==> src/rtl/bai_pkg.sv <==
package bai_pkg;

   // default configuration of the block
   localparam int DEF_CANVAS_COLUMNS = 64;
   localparam int DEF_CANVAS_ROWS    = 64;
   localparam int DEF_MAX_SOURCE_DIM = 1536;

   // field widths
   localparam int PIX_W   = 8;
   localparam int COORD_W = 6;
   localparam int SUM_W   = 18;
   localparam int CNT_W   = 10;

   // register port
   localparam int CSR_IDX_W  = 1;
   localparam int CSR_DATA_W = 11;
   localparam logic [CSR_IDX_W-1:0]  CSR_SOURCE_WIDTH  = 1'b0;
   localparam logic [CSR_IDX_W-1:0]  CSR_SOURCE_HEIGHT = 1'b1;
   localparam logic [CSR_DATA_W-1:0] RESET_DIM         = 11'd64;

   // one column accumulator entry
   typedef struct packed {
      logic [SUM_W-1:0] red;
      logic [SUM_W-1:0] green;
      logic [SUM_W-1:0] blue;
      logic [CNT_W-1:0] count;
   } acc_entry_type;

   // controller to datapath
   typedef struct packed {
      logic sdiv_start;
      logic sdiv_sel;
      logic load_w;
      logic load_h;
      logic restart;
      logic accept;
      logic acc_write;
      logic em_init;
      logic em_read;
      logic div_start;
      logic out_load;
      logic next_col;
      logic next_row;
      logic clear_cols;
      logic advance;
   } cmd_type;

   // datapath to controller
   typedef struct packed {
      logic sdiv_done;
      logic acc_more;
      logic emit_needed;
      logic div_done;
      logic out_valid;
      logic out_taken;
      logic last_col;
      logic more_rows;
   } status_type;

endpackage

==> src/rtl/bai_ctrl.sv <==
module bai_ctrl (
   input  logic                clock,
   input  logic                reset,
   input  logic                req_valid,
   output logic                req_ready,
   input  logic                csr_write_enable,
   input  bai_pkg::status_type status,
   output bai_pkg::cmd_type    cmd
);
   localparam logic [3:0] S_SW   = 4'd0;
   localparam logic [3:0] S_WW   = 4'd1;
   localparam logic [3:0] S_SH   = 4'd2;
   localparam logic [3:0] S_WH   = 4'd3;
   localparam logic [3:0] S_INIT = 4'd4;
   localparam logic [3:0] S_IDLE = 4'd5;
   localparam logic [3:0] S_RD   = 4'd6;
   localparam logic [3:0] S_WR   = 4'd7;
   localparam logic [3:0] S_CHK  = 4'd8;
   localparam logic [3:0] S_ERD  = 4'd9;
   localparam logic [3:0] S_EDIV = 4'd10;
   localparam logic [3:0] S_EWT  = 4'd11;
   localparam logic [3:0] S_EOUT = 4'd12;
   localparam logic [3:0] S_END  = 4'd13;

   logic [3:0] state_ff, state_in;

   // sequencing of setup, accumulation and emission
   always_comb begin
      state_in  = state_ff;
      cmd       = '0;
      req_ready = 1'b0;
      case (state_ff)
         S_SW: begin
            cmd.sdiv_start = 1'b1;
            state_in       = S_WW;
         end
         S_WW: begin
            if (status.sdiv_done) begin
               cmd.load_w = 1'b1;
               state_in   = S_SH;
            end
         end
         S_SH: begin
            cmd.sdiv_start = 1'b1;
            cmd.sdiv_sel   = 1'b1;
            state_in       = S_WH;
         end
         S_WH: begin
            cmd.sdiv_sel = 1'b1;
            if (status.sdiv_done) begin
               cmd.load_h = 1'b1;
               state_in   = S_INIT;
            end
         end
         S_INIT: begin
            cmd.restart = 1'b1;
            state_in    = S_IDLE;
         end
         S_IDLE: begin
            req_ready = 1'b1;
            if (req_valid) begin
               cmd.accept = 1'b1;
               state_in   = S_RD;
            end
         end
         S_RD: begin
            state_in = S_WR;
         end
         S_WR: begin
            cmd.acc_write = 1'b1;
            state_in      = status.acc_more ? S_RD : S_CHK;
         end
         S_CHK: begin
            if (status.emit_needed) begin
               cmd.em_init = 1'b1;
               state_in    = S_ERD;
            end else begin
               state_in = S_END;
            end
         end
         S_ERD: begin
            cmd.em_read = 1'b1;
            state_in    = S_EDIV;
         end
         S_EDIV: begin
            cmd.div_start = 1'b1;
            state_in      = S_EWT;
         end
         S_EWT: begin
            if (status.div_done) begin
               cmd.out_load = 1'b1;
               state_in     = S_EOUT;
            end
         end
         S_EOUT: begin
            if (status.out_taken) begin
               if (!status.last_col) begin
                  cmd.next_col = 1'b1;
                  state_in     = S_ERD;
               end else if (status.more_rows) begin
                  cmd.next_row = 1'b1;
                  state_in     = S_ERD;
               end else begin
                  cmd.next_row   = 1'b1;
                  cmd.clear_cols = 1'b1;
                  state_in       = S_END;
               end
            end
         end
         S_END: begin
            cmd.advance = 1'b1;
            state_in    = S_IDLE;
         end
         default: begin
            state_in = S_SW;
         end
      endcase
      // a register write restarts the frame setup
      if (csr_write_enable) begin
         state_in = S_SW;
      end
   end

   always_ff @(posedge clock) begin
      if (reset) begin
         state_ff <= S_SW;
      end else begin
         state_ff <= state_in;
      end
   end

`ifndef ASSERT_OFF
   // no result is pending when a new pixel can be taken
   a_idle_drained: assert property (@(posedge clock) disable iff (reset)
      state_ff == S_IDLE |-> !status.out_valid)
      else $error("result pending while idle");
   // a waiting result is always held in the result register
   a_eout_valid: assert property (@(posedge clock) disable iff (reset)
      state_ff == S_EOUT |-> status.out_valid)
      else $error("waiting for transfer without a result");
   // a pixel transfer starts the accumulate read
   a_accept_rd: assert property (@(posedge clock) disable iff (reset)
      cmd.accept && !csr_write_enable |=> state_ff == S_RD)
      else $error("accepted pixel not processed");
`endif
endmodule
==> config.mk <==
export PLATFORM = sky130hd
export DESIGN_NAME = bai_ctrl
export DESIGN_NICKNAME = d
export VERILOG_FILES = /design/src/rtl/bai_pkg.sv /design/src/rtl/bai_ctrl.sv
export SDC_FILE = /design/constraint.sdc
export NUM_CORES = 1
export LEC_CHECK = 0
export BUFFER_PORTS_ARGS = -buffer_cell sky130_fd_sc_hd__buf_2
export CAP_MARGIN = 25
export CORE_AREA = 2 2 39 41
export CTS_CLUSTER_SIZE = 28
export DETAILED_ROUTE_END_ITERATION = 6
export DIE_AREA = 0 0 41 43
export PLACE_DENSITY = 0.66
export RECOVER_POWER = 50
export SYNTH_ARGS = -nofsm -noshare
export SYNTH_HDL_FRONTEND = slang
export SYNTH_SLANG_ARGS = --single-unit
==> constraint.sdc <==
create_clock -name clock -period 2 [get_ports clock]
set_input_delay 0.3 -clock clock [delete_from_list [all_inputs] [get_ports clock]]
set_output_delay 0.3 -clock clock [all_outputs]
set_load 0.005 [all_outputs]
After elaboration in Yosys (flattened, before gate mapping) --
Cells that the tools add are included.
Storage, ports and cells: register bits after elaboration 4, output and inout port bits 16, logic and storage cells 57
Operators by class: reduce and logical (&&, ||, !) cells 6, mux-type cells 32, equal/unequal tests 18
Operators with widths (count):
- $pmux 4 s13 | 1
- $eq 4x4->1 const B | 6
- $mux 4 | 6
- $mux 1 | 19
- $eq 4x3->1 const B | 4
- $mux 3 | 5
- $ne 2x2->1 const B | 5
- $eq 4x2->1 const B | 2
- $reduce_or 2->1 | 4
- $reduce_and 5->1 | 1
- $eq 4x1->1 const B | 1
- $logic_not 4->1 | 1
- $mux 2 | 1

Depth between registers and ports, before layout --
word-level depth 4, depth in mapped cells 5, mapped depth without buffers 4

Worst setup path after synthesis --
Ideal clock, no wire load.
path kind register to output, from register state_ff[0], to output cmd[1] (netlist bit), data arrival time 966 ps, cell stages (with the launch flop) 6, required time 1700 ps, setup slack 734 ps, cell sequence dfxtp_1 -> buf_6 -> buf_2 -> nor2_1 -> nand4_1 -> nor2_1
RTL lines:
- start, declared | RTL line bai_ctrl.sv:25 | logic [3:0] state_ff, state_in;
- start signal, assigned | RTL line bai_ctrl.sv:128 | state_ff <= state_in;
- end, declared | RTL line bai_ctrl.sv:8 | output bai_pkg::cmd_type cmd

==> out/qor.yml <==
antenna_found_initial: 0
grt_pass1_wl_mm: 1.77
clock-root-buffer: "clkbuf_4"
coreArea_um2: 1380
yosysTopAreaCell: "dfxtp_1"
initial_utilization_pct: 32.5
cts.path.max_buffers: 2
grt_max_degree: 19
min-delay-start: "reset"
yosysSeqAreaShare_pct: 17.8
area_delta_synth_final_pct: 29.7
cts_tree: "yes"
r2r_end: "state_ff[2]$_SDFFE_PP0P_"
finalHoldViolations: 0
synth_fp_nets: 82
clk_pin_slew_ns: 0.04
grtUsageTotal_pct: 14.3
period_needed_ns: 1.74
rr_startpoint: "state_ff[0]$_SDFFE_PP0P_"
postSynthCellCount: 70
drc: 0
async_flop_share_pct: 0
regArea_um2: 80.1
setup.worst_path.end_class: "primary output"
grt_overflow_total: 0
fmax_mhz: 576
reg2reg_slack_ns: 0.53
top_regs: "state_ff (4)"
holdWs_ns: 0.260
max_cap_violations: 0
post_cts.repair.setup_buffers: 0
synth.most_common_cell: "nor2_1"
dp_hpwl_um: 851
cts_sinks: 4
largest-register: "state_ff"
netlist_area_um2: 450
ctsResizeCount: 0
cts_inserted_buffers: 3
post_drt_wl_per_cell_um: 10.4
path_class: "flop to primary output"
cp_max_fo: 18
chipWidth_um: 41
num_vias: 546
synth_top_area_share_pct: 17.8
diodes: 0
slew_headroom_pct: 64.6
rsz0062_at_grt: "false"
synthTopCellsByArea: "dfxtp_1 18%, nor2_1 13%, nand2b_1 5.6%"
synthTopCellsByCount: "15 x nor2_1, 5 x nand2_1, 4 x dfxtp_1, 4 x nand2b_1, 4 x nor3_1"
synth_edf_count: 0
hp-class: "input pin to flop"
fillers: 159
dieArea_um2: 1760
timing.final.crit_share_pct: 86.8
grt_pass1_vias: 423
synth_warnings: 0
setup_violations: 0
ant_nets: 0
firstDrtPassIters: 2
pin_count: 28
ir_worst_vdd_v: 0.000430
die_h_um: 43
syn_area_per_cell_um2: 6.43
cellLeakagePower_nw: 0.264
ys.flop_type: "dfxtp_1"
routed_wl_mm: 1.15
place.gp.congestion: 0.750
cp-start-kind: "flop"
holdBufCountCts: 0
whs_endpoint: "state_ff[3]$_SDFFE_PP0P_"
powerDensity_nw_per_um2: 378
synth_cell_types: 26
vias_per_cell: 4.96
worstMarginPinSlew_ns: 0.530
required_ns: 1.70
first_iter_violations: 2
rows: 14
rr_worst_depth: 4
fin_setup_tns_ns: 0
drive_above_1_share_pct: 27.7
multiInputGateArea_um2: 329
clk_latency_ns: 0.23
ys_seq_elements: 4
largest_reg_flops: 4
crit_arrival_ns: 1.44
cts_htree_levels: 1
status: "finished, final reports clean"
drv_slew: 0
fin_worst_skew_ns: 0.00470
holdPathStages: 2
port_buffers: 26
fin_nets: 108
==> layout make-up <==
class / count / area share (%)
timing repair buffer: 26 / 21.4
multi-input combinational: 59 / 56.3
sequential: 4 / 13.7
tap: 16 / 3.43
clock buffer: 3 / 3.85
inverter: 2 / 1.28
==> cell usage in the layout, fill, tap and decap left out, types with 2 or more instances in the layout <==
cell	instances
nor3b_1	3
o22ai_1	2
nand3b_1	2
nor3_1	4
nor2_1	15
o21ai_0	3
dfxtp_1	4
and2_1	2
nor2b_1	3
clkbuf_4	3
inv_1	2
o21a_1	3
nand2_1	5
buf_2	21
nand2b_1	4
clkbuf_1	4
a21oi_1	3
==> per-stage QoR <==
stage | util, % | instance area [um2] | setup slack, ns | total power [mW] | std cells
2_1_floorplan | - | 450 | 0.734 | 0.110 | 70
3_3_place_gp | 41.0 | 567 | 0.524 | 0.125 | 107
3_5_place_dp | 41.0 | 567 | 0.522 | 0.125 | 107
4_1_cts | 42.6 | 589 | 0.258 | 0.226 | 110
5_1_grt | 42.2 | 584 | 0.118 | 0.236 | 110
6_report | 42.2 | 584 | 0.265 | 0.221 | 110
==> per-layer routing <==
layer	vias up	share of wire, %	wire, um	GRT usage [%]
met5	-	0	0	0
met4	0	0	0	2.00
met3	0	9.8	112	6.28
met2	22	42	481	20.6
met1	232	48	553	19.6
li1	292	-	-	-
==> critical path, cell delays in order (launching register included) <==
cell      delay [ns]
dfxtp_1         0.64
nand2b_1        0.19
nor2_1          0.14
and2_1          0.12
buf_2           0.10
==> report_power, final <==
group | switching (mW) | total [mW] | internal (mW)
Clock | 0.0303 | 0.0972 | 0.0669
Sequential | 0.00693 | 0.0889 | 0.0820
Combinational | 0.0165 | 0.0349 | 0.0184
Total | 0.0537 | 0.221 | 0.167
==> cells by family (layout without fill, tap and decap cells) <==
| logic type | after synthesis | after routing | synth area share, % |
|---|---|---|---|
| AOI/OAI and AO/OA | 16 | 16 | 23.3 |
| DFF | 4 | 4 | 17.8 |
| muxes | 1 | 1 | 2.50 |
| and+or+nand+nor | 42 | 42 | 47.2 |
| buffers and inverters | 7 | 31 | 9.17 |
==> worst max path at each step <==
stage / endpoint / start / slack, ns
after floorplan: cmd[1] / state_ff[0]$_SDFFE_PP0P_ / 0.73
after global placement: cmd[9] / state_ff[0]$_SDFFE_PP0P_ / 0.52
after detailed placement: cmd[9] / state_ff[0]$_SDFFE_PP0P_ / 0.52
after CTS: cmd[9] / state_ff[0]$_SDFFE_PP0P_ / 0.26
after global routing: cmd[9] / state_ff[0]$_SDFFE_PP0P_ / 0.12
final: cmd[9] / state_ff[0]$_SDFFE_PP0P_ / 0.26
Note: power is estimated with default switching activity, not from simulation.
